==> src/rtl/core/tdt_pkg.sv <==
package tdt_pkg;

    // Table geometry.
    localparam int KEY_SLOTS    = 256;
    localparam int DEPS_PER_KEY = 16;
    localparam int ID_BITS      = 32;

    // Derived widths.
    localparam int KEY_BITS = 32 + 64 + 64 + 4 * 64;
    localparam int SLOT_W   = $clog2(KEY_SLOTS);
    localparam int SLOT_CW  = $clog2(KEY_SLOTS + 1);
    localparam int ENT_W    = (DEPS_PER_KEY > 1) ? $clog2(DEPS_PER_KEY) : 1;
    localparam int ENT_CW   = $clog2(DEPS_PER_KEY + 1);
    localparam int DEP_AW   = (KEY_SLOTS * DEPS_PER_KEY > 1) ?
                              $clog2(KEY_SLOTS * DEPS_PER_KEY) : 1;

    // Access modes.
    typedef enum logic [1:0] {
        MODE_RECORD  = 2'd0,
        MODE_ANALYZE = 2'd1,
        MODE_RELEASE = 2'd2,
        MODE_NONE    = 2'd3
    } mode_t;

    // One classified access as it travels from the front to the back.
    typedef struct packed {
        mode_t               mode;
        logic [ID_BITS-1:0]  id;
        logic                wr;
        logic                last;
        logic [KEY_BITS-1:0] key;
    } item_t;

endpackage

==> src/rtl/core/tdt_front.sv <==
module tdt_front
(
    input  logic              clk,
    input  logic              rst_n,
    input  logic              in_valid,
    output logic              in_stall,
    input  logic [1:0]        mode,
    input  logic [31:0]       txn_id,
    input  logic              is_write,
    input  logic [31:0]       addr_upper,
    input  logic [63:0]       addr_lower,
    input  logic [63:0]       addr_middle,
    input  logic [63:0]       slot_word3,
    input  logic [63:0]       slot_word2,
    input  logic [63:0]       slot_word1,
    input  logic [63:0]       slot_word0,
    input  logic              last_access,
    output logic              q_valid,
    output tdt_pkg::item_t    q_item,
    input  logic              q_pop
);
    import tdt_pkg::*;

    item_t      entry_reg [2];
    logic       wr_ptr_reg;
    logic       wr_ptr_next;
    logic       rd_ptr_reg;
    logic       rd_ptr_next;
    logic [1:0] cnt_reg;
    logic [1:0] cnt_next;
    item_t      in_item;
    logic       push;
    logic       pop;

    // Classify the incoming item; the unused mode, MODE_NONE, is dropped at the push.
    always_comb
    begin
        in_item.mode = mode_t'(mode);
        in_item.id   = ID_BITS'(64'(txn_id));
        in_item.wr   = is_write;
        in_item.last = last_access;
        in_item.key  = {addr_upper, addr_middle, addr_lower,
                        slot_word3, slot_word2, slot_word1, slot_word0};
    end

    assign in_stall = (cnt_reg == 2'd2);
    assign push     = in_valid && !in_stall && (mode_t'(mode) != MODE_NONE);
    assign pop      = q_pop && (cnt_reg != 2'd0);
    assign q_valid  = (cnt_reg != 2'd0);
    assign q_item   = entry_reg[rd_ptr_reg];

    // Pointer and fill count of the two-entry queue.
    always_comb
    begin
        wr_ptr_next = push ? !wr_ptr_reg : wr_ptr_reg;
        rd_ptr_next = pop ? !rd_ptr_reg : rd_ptr_reg;
        cnt_next    = cnt_reg + 2'(push) - 2'(pop);
    end

    always_ff @(posedge clk or negedge rst_n)
    begin
        if (!rst_n)
        begin
            wr_ptr_reg <= 1'b0;
            rd_ptr_reg <= 1'b0;
            cnt_reg    <= 2'd0;
        end
        else
        begin
            wr_ptr_reg <= wr_ptr_next;
            rd_ptr_reg <= rd_ptr_next;
            cnt_reg    <= cnt_next;
        end
    end

    // Queue storage.
    always_ff @(posedge clk)
    begin
        if (push)
        begin
            entry_reg[wr_ptr_reg] <= in_item;
        end
    end

endmodule

==> config.mk <==
export PLATFORM = sky130hd
export DESIGN_NAME = tdt_front
export DESIGN_NICKNAME = d
export VERILOG_FILES = /design/src/rtl/core/tdt_pkg.sv /design/src/rtl/core/tdt_front.sv
export SDC_FILE = /design/constraint.sdc
export NUM_CORES = 1
export LEC_CHECK = 0
export ABC_CLOCK_PERIOD_IN_PS = 34900
export BUFFER_PORTS_ARGS = -buffer_cell sky130_fd_sc_hd__buf_2
export CAP_MARGIN = 40
export CORE_AREA = 2 2 358 360
export CTS_CLUSTER_DIAMETER = 150
export CTS_CLUSTER_SIZE = 24
export DETAILED_ROUTE_END_ITERATION = 12
export DIE_AREA = 0 0 360 362
export PLACE_DENSITY = 0.48
export SETUP_SLACK_MARGIN = 0.15
export SLEW_MARGIN = 25
export SYNTH_ARGS = -nofsm -noshare
export SYNTH_HDL_FRONTEND = slang
export SYNTH_SLANG_ARGS = --single-unit
==> constraint.sdc <==
create_clock -name clk -period 34.9 [get_ports clk]
set_input_delay 6.98 -clock clk [delete_from_list [all_inputs] [get_ports clk]]
set_output_delay 6.98 -clock clk [all_outputs]
set_load 0.03 [all_outputs]
==> impl_metrics.env, run 1 <==
export IMPL_irDropWorstVdd_mv=0.0667
export IMPL_clockRootBuffer="clkbuf_16"
export IMPL_switchingPower_mw=1.25
export IMPL_tritoncts="built"
export IMPL_finalSetupViolCount=0
export IMPL_status="complete, no violations"
export IMPL_dp_cells=3966
export IMPL_die_x_um=360
export IMPL_hp_class="reg2reg"
export IMPL_clk_pin_slew_worst_paths_ps=90
export IMPL_clock_sinks=908
export IMPL_routedWlPerCell_um=21.5
export IMPL_ant_nets=0
export IMPL_r2r_slack_ps=31190
export IMPL_portBuffers=909
export IMPL_clock_latency_ps=620
export IMPL_initial_core_util=0.259
export IMPL_ios=910
export IMPL_cts_resized=0
export IMPL_required_ps=27920
export IMPL_antenna_found_initial=45
export IMPL_critPathLaunch="rd_ptr_reg"
export IMPL_hold_worst_slack_ps=495
export IMPL_syn_cell_area_sq_mm=0.0328
export IMPL_cts_hold_buf=0
export IMPL_drc=0
export IMPL_fp_coreArea_sq_mm=0.127
export IMPL_dr_pass1_iters=5
export IMPL_power_leakage_nw=14.5
export IMPL_p_clk_frac=0.170
export IMPL_slew_viol_final=0
export IMPL_syn_inst=1425
export IMPL_finalCriticalPeriod_ps=10890
export IMPL_largest_register_ffs=904
export IMPL_grt_usage=0.127
export IMPL_tns_ps=0
export IMPL_grt_overflow=0
export IMPL_die_area_sq_mm=0.130
export IMPL_cts_setup_buffers=0
export IMPL_end_kind="primary output"
export IMPL_combPwrFrac=0.384
export IMPL_hold_violations=0
export IMPL_vias=16832
export IMPL_seqPwrFrac=0.446
export IMPL_critPathCapture="q_item[103]"
export IMPL_place_congestion=0.798
export IMPL_reg2reg_depth=6
export IMPL_yosysSeqAreaShare=0.830
export IMPL_path_class="reg2out"
export IMPL_nNetsFinal=2810
export IMPL_arrival_ps=3910
export IMPL_die_h_um=362
export IMPL_clock_tree_buffer_depth=3
export IMPL_relSlewSlack=0.170
export IMPL_synthDistinctLibCells=16
export IMPL_start_kind="flip-flop"
export IMPL_fmax_mhz=91.8
export IMPL_switching_share=0.378
export IMPL_p_int_mw=2.06
export IMPL_syn_nets=1883
export IMPL_layout_cells_non_filler=4040
export IMPL_num_rows=131
export IMPL_final_layout_size_suffix_gt1_frac=0.535
export IMPL_post_synth_top_area_cell="edfxtp_1"
export IMPL_skew_ps=15.1
export IMPL_rsz0062_at_grt="false"
export IMPL_fill_cells=12388
export IMPL_grt_pass1_wl_um=122000
export IMPL_maxCapViolations=0
export IMPL_avgViaCountPerCell=4.17
export IMPL_multi_input_area_sq_mm=0.00520
export IMPL_area_growth_pct=24.0
export IMPL_r2r_end="entry_reg[0][11]"
export IMPL_synth_top_cell_area_share=0.827
export IMPL_power_density_mw_per_mm2=81.4
export IMPL_yosys_register_bits=908
export IMPL_worst_pin_slew_ps=1250
export IMPL_grt_pass1_vias=17787
export IMPL_yosys_warnings=0
export IMPL_cts_max_level=2
export IMPL_drt_iter0_markers=1085
export IMPL_r2r_start="cnt_reg[1]"
export IMPL_seqCellArea_sq_mm=0.0272
export IMPL_drt_total_wl_um=87000
export IMPL_fin_crit_sh=0.312
export IMPL_dp_hpwl_um=63300
export IMPL_synth_area_leaders="edfxtp_1, mux2_2, mux2_1, buf_6, buf_2"
export IMPL_avgSynthCellArea_sq_um=23.0
export IMPL_critical_path_max_fanout=125
export IMPL_grt_max_degree=165
export IMPL_cts_made_buffers=44
[metal layers]
metal	vias to the layer above	global-route usage	routed length (um)
met5	-	0	106
met4	16	0.0407	2110
met3	120	0.0522	8560
met2	681	0.217	43200
met1	8513	0.145	33100
li1	7502	-	-
[how the worst min path moves through the flow]
stage,startpoint,to,slack [ps],cells past startpoint
final,cnt_reg[1],cnt_reg[1],490,1
after detailed placement,cnt_reg[1],cnt_reg[1],480,1
after global placement,cnt_reg[1],cnt_reg[1],470,1
after global routing,cnt_reg[1],cnt_reg[1],520,1
after CTS,cnt_reg[1],cnt_reg[1],490,1
after floorplan,cnt_reg[1],cnt_reg[1],450,1
[through the flow]
step                      total power [mW]  instance area (sq um)  setup WS, ps  utilization
after CTS                             3.36                  40600         23930        0.320
after floorplan                       2.54                  32800          7720            -
final                                 3.31                  40700         24010        0.321
after global placement                2.76                  39200         24580        0.310
after global routing                  3.46                  40700         23750        0.321
after detailed placement              2.79                  39400         24650        0.311
[cell usage after synthesis]
cell type	count
edfxtp_1	904
inv_1	2
nand3b_1	1
nor2b_1	1
xor2_1	1
mux2_2	282
dfrtp_1	4
ha_1	2
nor2_1	2
mux2_1	170
or2_2	1
nand2_1	1
xnor2_1	3
buf_6	19
buf_2	31
and2_1	1
[placed cells by master, fill, tap and decap left out, drive strengths merged]
master    n
inv       2
xor2      1
nand3b    1
clkbuf   55
xnor2     3
mux2    452
diode    15
buf     931
and2      1
nor2b     1
or2       1
nand2     1
nor2      2
ha        2
clkinv    2
dfrtp     4
edfxtp  904
[worst max-delay path, stage by stage, from the launching register on]
cell and delay (ps):
dfrtp_4 960, buf_12 530, buf_4 630, buf_12 290, mux2_2 400, buf_2 190
[layout make-up]
cell class,count,share of cell area
sequential,908,0.670
clock inverter,2,0.000953
timing repair buffer,931,0.121
multi-input combinational,465,0.128
antenna,15,0.000922
inverter,2,0.000184
clock buffer,55,0.0286
tap,1662,0.0511
[cells by family (layout without fill, tap and decap cells)]
kind of cell	count (synthesis)	in the layout	share of synthesized area
flops	908	908	0.830
mux	452	452	0.155
buf+inv	52	990	0.0115
simple gates	7	7	0.00114
xor+xnor	4	4	0.00107
fa+ha+maj	2	2	0.000763
other cells	0	15	0
[power groups by stage]
stage               combinational (mW)  clock [mW]  sequential [mW]
floorplan                        0.899           0             1.64
CTS                               1.29       0.593             1.48
global route                      1.34       0.626             1.49
finish                            1.27       0.565             1.48
detailed placement                1.28           0             1.50
global placement                  1.26           0             1.50
(Power assumes the default switching activity.)
==> run 2: changes to the inputs <==
Settings changed: ABC_AREA from default to 1, ABC_CLOCK_PERIOD_IN_PS 34900 to 10400, CORE_AREA 2 2 358 360 to 2 2 349 351, DIE_AREA 0 0 360 362 to 0 0 351 353, PLACE_DENSITY 0.48 to 0.51.
Clock period 34.9 ns to 10.4 ns, I/O delays scaled along.
==> run 2 against run 1 <==
  * Via count is 21% higher
  * Non-clock buffer count is 2 lower
  * Global-route usage is 1.5 points higher
  * Wire length is 7.2% higher
  * Critical endpoint is now q_item[196]
  * Highest routed layer unchanged
==> impl_metrics.env, run 2 <==
export IMPL_critical_path_max_fanout=144
export IMPL_seqCellArea_sq_mm=0.0272
export IMPL_skew_ps=32.8
export IMPL_avgSynthCellArea_sq_um=13.8
export IMPL_irDropWorstVdd_mv=0.187
export IMPL_final_cell_area_sq_mm=0.0407
export IMPL_dp_cells=4848
export IMPL_synth_top_family_by_area="simple AND/OR/NAND/NOR gates"
export IMPL_dr_pass1_iters=5
export IMPL_drt_total_wl_um=93300
export IMPL_seqPwrFrac=0.414
export IMPL_synth_common_cells="nand2_1, edfxtp_1, buf_2"
export IMPL_switching_share=0.438
export IMPL_vias=20430
export IMPL_grt_overflow=0
export IMPL_cts_setup_buffers=0
export IMPL_drt_iter0_markers=1385
export IMPL_cts_made_buffers=44
export IMPL_synthArstFlopShare=0.00441
export IMPL_hold_violations=0
export IMPL_start_kind="flip-flop"
export IMPL_synthFlopType="edfxtp_1"
export IMPL_grt_pass1_vias=19549
export IMPL_synthDistinctLibCells=12
export IMPL_syn_nets=2853
export IMPL_clk_pin_slew_worst_paths_ps=90
export IMPL_synth_xor_xnor_area_share=0
export IMPL_portBuffers=909
export IMPL_grt_pass1_wl_um=130000
export IMPL_cts_hold_buf=0
export IMPL_post_synth_top_area_cell="edfxtp_1"
export IMPL_p_clk_frac=0.161
export IMPL_finalCriticalPeriod_ps=5910
export IMPL_rsz0062_at_grt="false"
export IMPL_finalSetupViolCount=0
export IMPL_fmax_mhz=169
export IMPL_grt_max_degree=164
export IMPL_die_x_um=351
export IMPL_synth_fa_ha_area_frac=0.000755
export IMPL_clock_tree_buffer_depth=3
export IMPL_clockRootBuffer="clkbuf_16"
export IMPL_arrival_ps=3830
export IMPL_avgViaCountPerCell=4.14
export IMPL_initial_core_util=0.275
export IMPL_syn_inst=2395
export IMPL_synth_compound_gate_area_share=0
export IMPL_required_ps=8320
export IMPL_hp_class="reg2reg"
export IMPL_switchingPower_mw=5.21
export IMPL_final_layout_size_suffix_gt1_frac=0.300
export IMPL_muxShareOfSynthArea=0
export IMPL_die_h_um=353
export IMPL_antenna_found_initial=38
export IMPL_area_growth_pct=22.8
export IMPL_final_cell_mix="nand2_1, buf_2, edfxtp_1"
export IMPL_synth_simple_gate_area_share=0.156
export IMPL_synth_top_cell_area_share=0.820
export IMPL_drc=0
export IMPL_cts_max_level=2
export IMPL_ios=910
export IMPL_layout_commonest_cell="nand2_1"
export IMPL_tns_ps=0
export IMPL_dp_hpwl_um=63200
export IMPL_synth_edff_count=904
export IMPL_power_density_mw_per_mm2=292
export IMPL_clock_sinks=908
export IMPL_path_class="reg2out"
export IMPL_fill_cells=12050
export IMPL_num_rows=128
export IMPL_relSlewSlack=0.145
export IMPL_fin_crit_sh=0.568
export IMPL_cts_resized=0
export IMPL_cpMaxStageDelayCell="dfrtp_4"
export IMPL_grt_usage=0.143
export IMPL_worstPathCellList="buf_4, buf_4, buf_12, nand2_1, nand2_1, buf_2"
export IMPL_tritoncts="built"
export IMPL_combPwrFrac=0.425
export IMPL_yosys_register_bits=908
export IMPL_fp_coreArea_sq_mm=0.121
export IMPL_yosysSeqAreaShare=0.823
export IMPL_clock_latency_ps=640
export IMPL_maxCapViolations=0
export IMPL_end_kind="primary output"
export IMPL_status="complete, no violations"
export IMPL_yosys_warnings=0
export IMPL_synth_area_leaders="edfxtp_1, nand2_1, buf_2, buf_4, buf_6"
export IMPL_ant_nets=0
export IMPL_p_int_mw=6.68
export IMPL_multi_input_area_sq_mm=0.00520
export IMPL_cpPeakStageDelay_ps=830
export IMPL_worst_pin_slew_ps=1280
export IMPL_routedWlPerCell_um=18.9
export IMPL_nNetsFinal=3727
export IMPL_placed_area_sq_mm=0.0394
export IMPL_layout_cells_non_filler=4930
export IMPL_place_congestion=0.882
export IMPL_largest_register_ffs=904
export IMPL_power_leakage_nw=16.9
export IMPL_yosysMostFrequentCell="nand2_1"
export IMPL_die_area_sq_mm=0.124
export IMPL_slew_viol_final=0
export IMPL_syn_cell_area_sq_mm=0.0331
-- run 2: cell type report --
class                           count  share of cell area
Antenna cell                       23             0.00141
Multi-Input combinational cell   1376               0.128
Clock inverter                      6             0.00132
Clock buffer                       53              0.0284
Tap cell                         1625              0.0500
Timing Repair Buffer              929               0.120
Inverter                           10             0.00120
Sequential cell                   908               0.670
-- run 2: routing by layer --
layer	GRT usage	routed length (um)
met5	0	227
met4	0.0449	2270
met3	0.0484	7700
met2	0.249	47500
met1	0.163	35600
-- run 2: final timing paths --
kind / start / end / slack, ps / depth (start not counted)
worst min-delay path: wr_ptr_reg / wr_ptr_reg / 470 / 2
worst max register to register: cnt_reg[1] / entry_reg[1][387] / 7320 / 6
max in group asynchronous: rst_n / rd_ptr_reg / 8980 / 1
worst min register to register: wr_ptr_reg / wr_ptr_reg / 470 / 2
min in group asynchronous: rst_n / rd_ptr_reg / 1260 / 1
worst max-delay path: rd_ptr_reg / q_item[196] / 4490 / 6
-- run 2: worst max-delay path: cells and delay by family, from the launching register on --
kind	cells	cell delay, ps
buf+inv	4	1820
flops	1	830
simple gates	2	200
-- run 2: logic make-up after synthesis --
kind of cell	after synthesis
simple gates	1374
buf+inv	111
flops	908
fa+ha+maj	2
-- run 2: metrics by stage --
stage          hold slack, ps  total power [mW]   util  setup slack, ps
2_1_floorplan             442              8.53      -              922
3_3_place_gp              458              10.1  0.326             4760
3_5_place_dp              461              10.2  0.327             5130
4_1_cts                   482              12.1  0.337             4410
5_1_grt                   519              12.5  0.337             4200
6_report                  473              11.9  0.337             4490
-- run 2: power groups by stage --
stage | registers [mW] | logic [mW] | clock network, mW
finish | 4.93 | 5.05 | 1.92
global route | 4.98 | 5.42 | 2.11
CTS | 4.93 | 5.15 | 2.00
detailed placement | 5.01 | 5.15 | 0
global placement | 5.01 | 5.12 | 0
floorplan | 5.14 | 3.39 | 0
==> run 3: changes to the inputs <==
Settings changed: ABC_AREA 1 to 0, ABC_CLOCK_PERIOD_IN_PS 10400 to 4750, CORE_AREA 2 2 349 351 to 2 2 359 361, DIE_AREA 0 0 351 353 to 0 0 361 363, PLACE_DENSITY 0.51 to 0.5.
Clock period 10.4 ns to 4.75 ns, I/O delays scaled along.
==> run 3 against run 2 <==
  * Wire length is essentially flat
  * Highest routed layer unchanged
  * Sequential share of layout area shrank 0.30 points
  * Critical endpoint is now q_item[409]
  * Final cell count shrank 17%
  * Via count shrank 16%
==> impl_metrics.env, run 3 (synthesis gave the netlist of run 1 again) <==
export IMPL_grt_max_degree=119
export IMPL_cts_max_level=2
export IMPL_hold_worst_slack_ps=109
export IMPL_dp_slack_ps=1680
export IMPL_rsz0062_at_grt="false"
export IMPL_relSlewSlack=0.405
export IMPL_r2r_end="entry_reg[1][375]"
export IMPL_die_x_um=361
export IMPL_hp_class="in2async"
export IMPL_skew_ps=26.5
export IMPL_grt_pass1_vias=17980
export IMPL_layout_cells_non_filler=4070
export IMPL_cts_made_buffers=44
export IMPL_clock_sinks=908
export IMPL_fp_coreArea_sq_mm=0.127
export IMPL_grt_pass1_wl_um=128000
export IMPL_critical_path_buf_inv_count=3
export IMPL_cpPeakStageDelay_ps=860
export IMPL_cts_hold_buf=0
export IMPL_drt_total_wl_um=93300
export IMPL_avgViaCountPerCell=4.21
export IMPL_start_kind="flip-flop"
export IMPL_fin_ws_ps=1040
export IMPL_power_leakage_nw=14.7
export IMPL_vias=17146
export IMPL_critPathLaunch="rd_ptr_reg"
export IMPL_hold_violations=0
export IMPL_area_growth_pct=24.5
export IMPL_power_density_mw_per_mm2=601
export IMPL_place_congestion=0.833
export IMPL_ios=910
export IMPL_die_h_um=363
export IMPL_fmax_mhz=270
export IMPL_largest_register_ffs=904
export IMPL_end_kind="primary output"
export IMPL_critPathCapture="q_item[409]"
export IMPL_tritoncts="built"
export IMPL_cp_depth=4
export IMPL_clk_pin_slew_worst_paths_ps=100
export IMPL_r2r_slack_ps=2210
export IMPL_initial_core_util=0.258
export IMPL_worst_pin_slew_ps=893
export IMPL_cts_setup_buffers=0
export IMPL_cpMaxStageDelayCell="dfrtp_4"
export IMPL_final_layout_size_suffix_gt1_frac=0.541
export IMPL_worstPathCellList="buf_12, buf_12, mux2_1, buf_2"
export IMPL_arrival_ps=2760
export IMPL_cpMostUsedCell="buf_12"
export IMPL_maxCapViolations=0
export IMPL_ant_nets=0
export IMPL_cts_resized=0
export IMPL_irDropWorstVdd_mv=0.346
export IMPL_grt_usage=0.135
export IMPL_reg2reg_depth=5
export IMPL_dp_cells=3994
export IMPL_dr_pass1_iters=5
export IMPL_antenna_found_initial=67
export IMPL_critical_path_max_fanout=50
export IMPL_status="complete, no violations"
export IMPL_drc=0
export IMPL_clock_latency_ps=630
export IMPL_fin_crit_sh=0.781
export IMPL_clockRootBuffer="clkbuf_16"
export IMPL_r2r_start="cnt_reg[1]"
export IMPL_clock_tree_buffer_depth=3
export IMPL_nNetsFinal=2836
export IMPL_num_rows=131
export IMPL_path_delay_family="flip-flops"
export IMPL_layout_commonest_cell="buf_2"
export IMPL_die_area_sq_mm=0.131
export IMPL_required_ps=3800
export IMPL_routedWlPerCell_um=22.9
export IMPL_fin_util=0.322
export IMPL_path_class="reg2out"
export IMPL_finalSetupViolCount=0
export IMPL_slew_viol_final=0
export IMPL_dp_hpwl_um=70500
export IMPL_final_cell_mix="buf_2, edfxtp_1, mux2_2"
export IMPL_finalCriticalPeriod_ps=3710
export IMPL_drt_iter0_markers=1345
export IMPL_portBuffers=909
export IMPL_grt_overflow=0
-- run 3: worst min path at each step --
stage                       endpoint  slack, ps  depth (start not counted)
after CTS                 rd_ptr_reg         40                          1
after global routing      wr_ptr_reg         60                          1
final                     cnt_reg[0]        110                          1
after floorplan           cnt_reg[1]        450                          1
after detailed placement  cnt_reg[1]        480                          1
after global placement    cnt_reg[1]        470                          1
-- run 3: per-layer routing --
| metal | vias to the layer above | share of wire | global-route usage |
|---|---|---|---|
| li1 | 7565 | - | - |
| met1 | 8586 | 0.38 | 0.153 |
| met2 | 812 | 0.47 | 0.222 |
| met3 | 171 | 0.12 | 0.0681 |
| met4 | 12 | 0.027 | 0.0407 |
| met5 | - | 0.0010 | 0 |
-- run 3: stage by stage --
stage	TNS (ps)	area, sq um	power [mW]
after floorplan	-3286030	32800	17.8
after global placement	0	39600	20.6
after detailed placement	0	39600	20.7
after CTS	0	40800	24.9
after global routing	0	40800	25.7
final	0	40900	24.5
-- run 3: where the power goes --
group / leakage (nW) / internal [mW] / switching (mW)
Clock: 0.580 / 1.74 / 2.43
Combinational: 5.72 / 3.01 / 6.51
Sequential: 8.37 / 10.5 / 0.406
Total: 14.7 / 15.2 / 9.34
-- run 3: cell type report --
cell class	instances	area, sq um
Antenna cell	20	50.0
Clock buffer	54	1160
Clock inverter	2	32.5
Fill cell	12370	86200
Inverter	2	7.51
Multi-Input combinational cell	465	5210
Sequential cell	908	27200
Tap cell	1662	2080
Timing Repair Buffer	957	5070
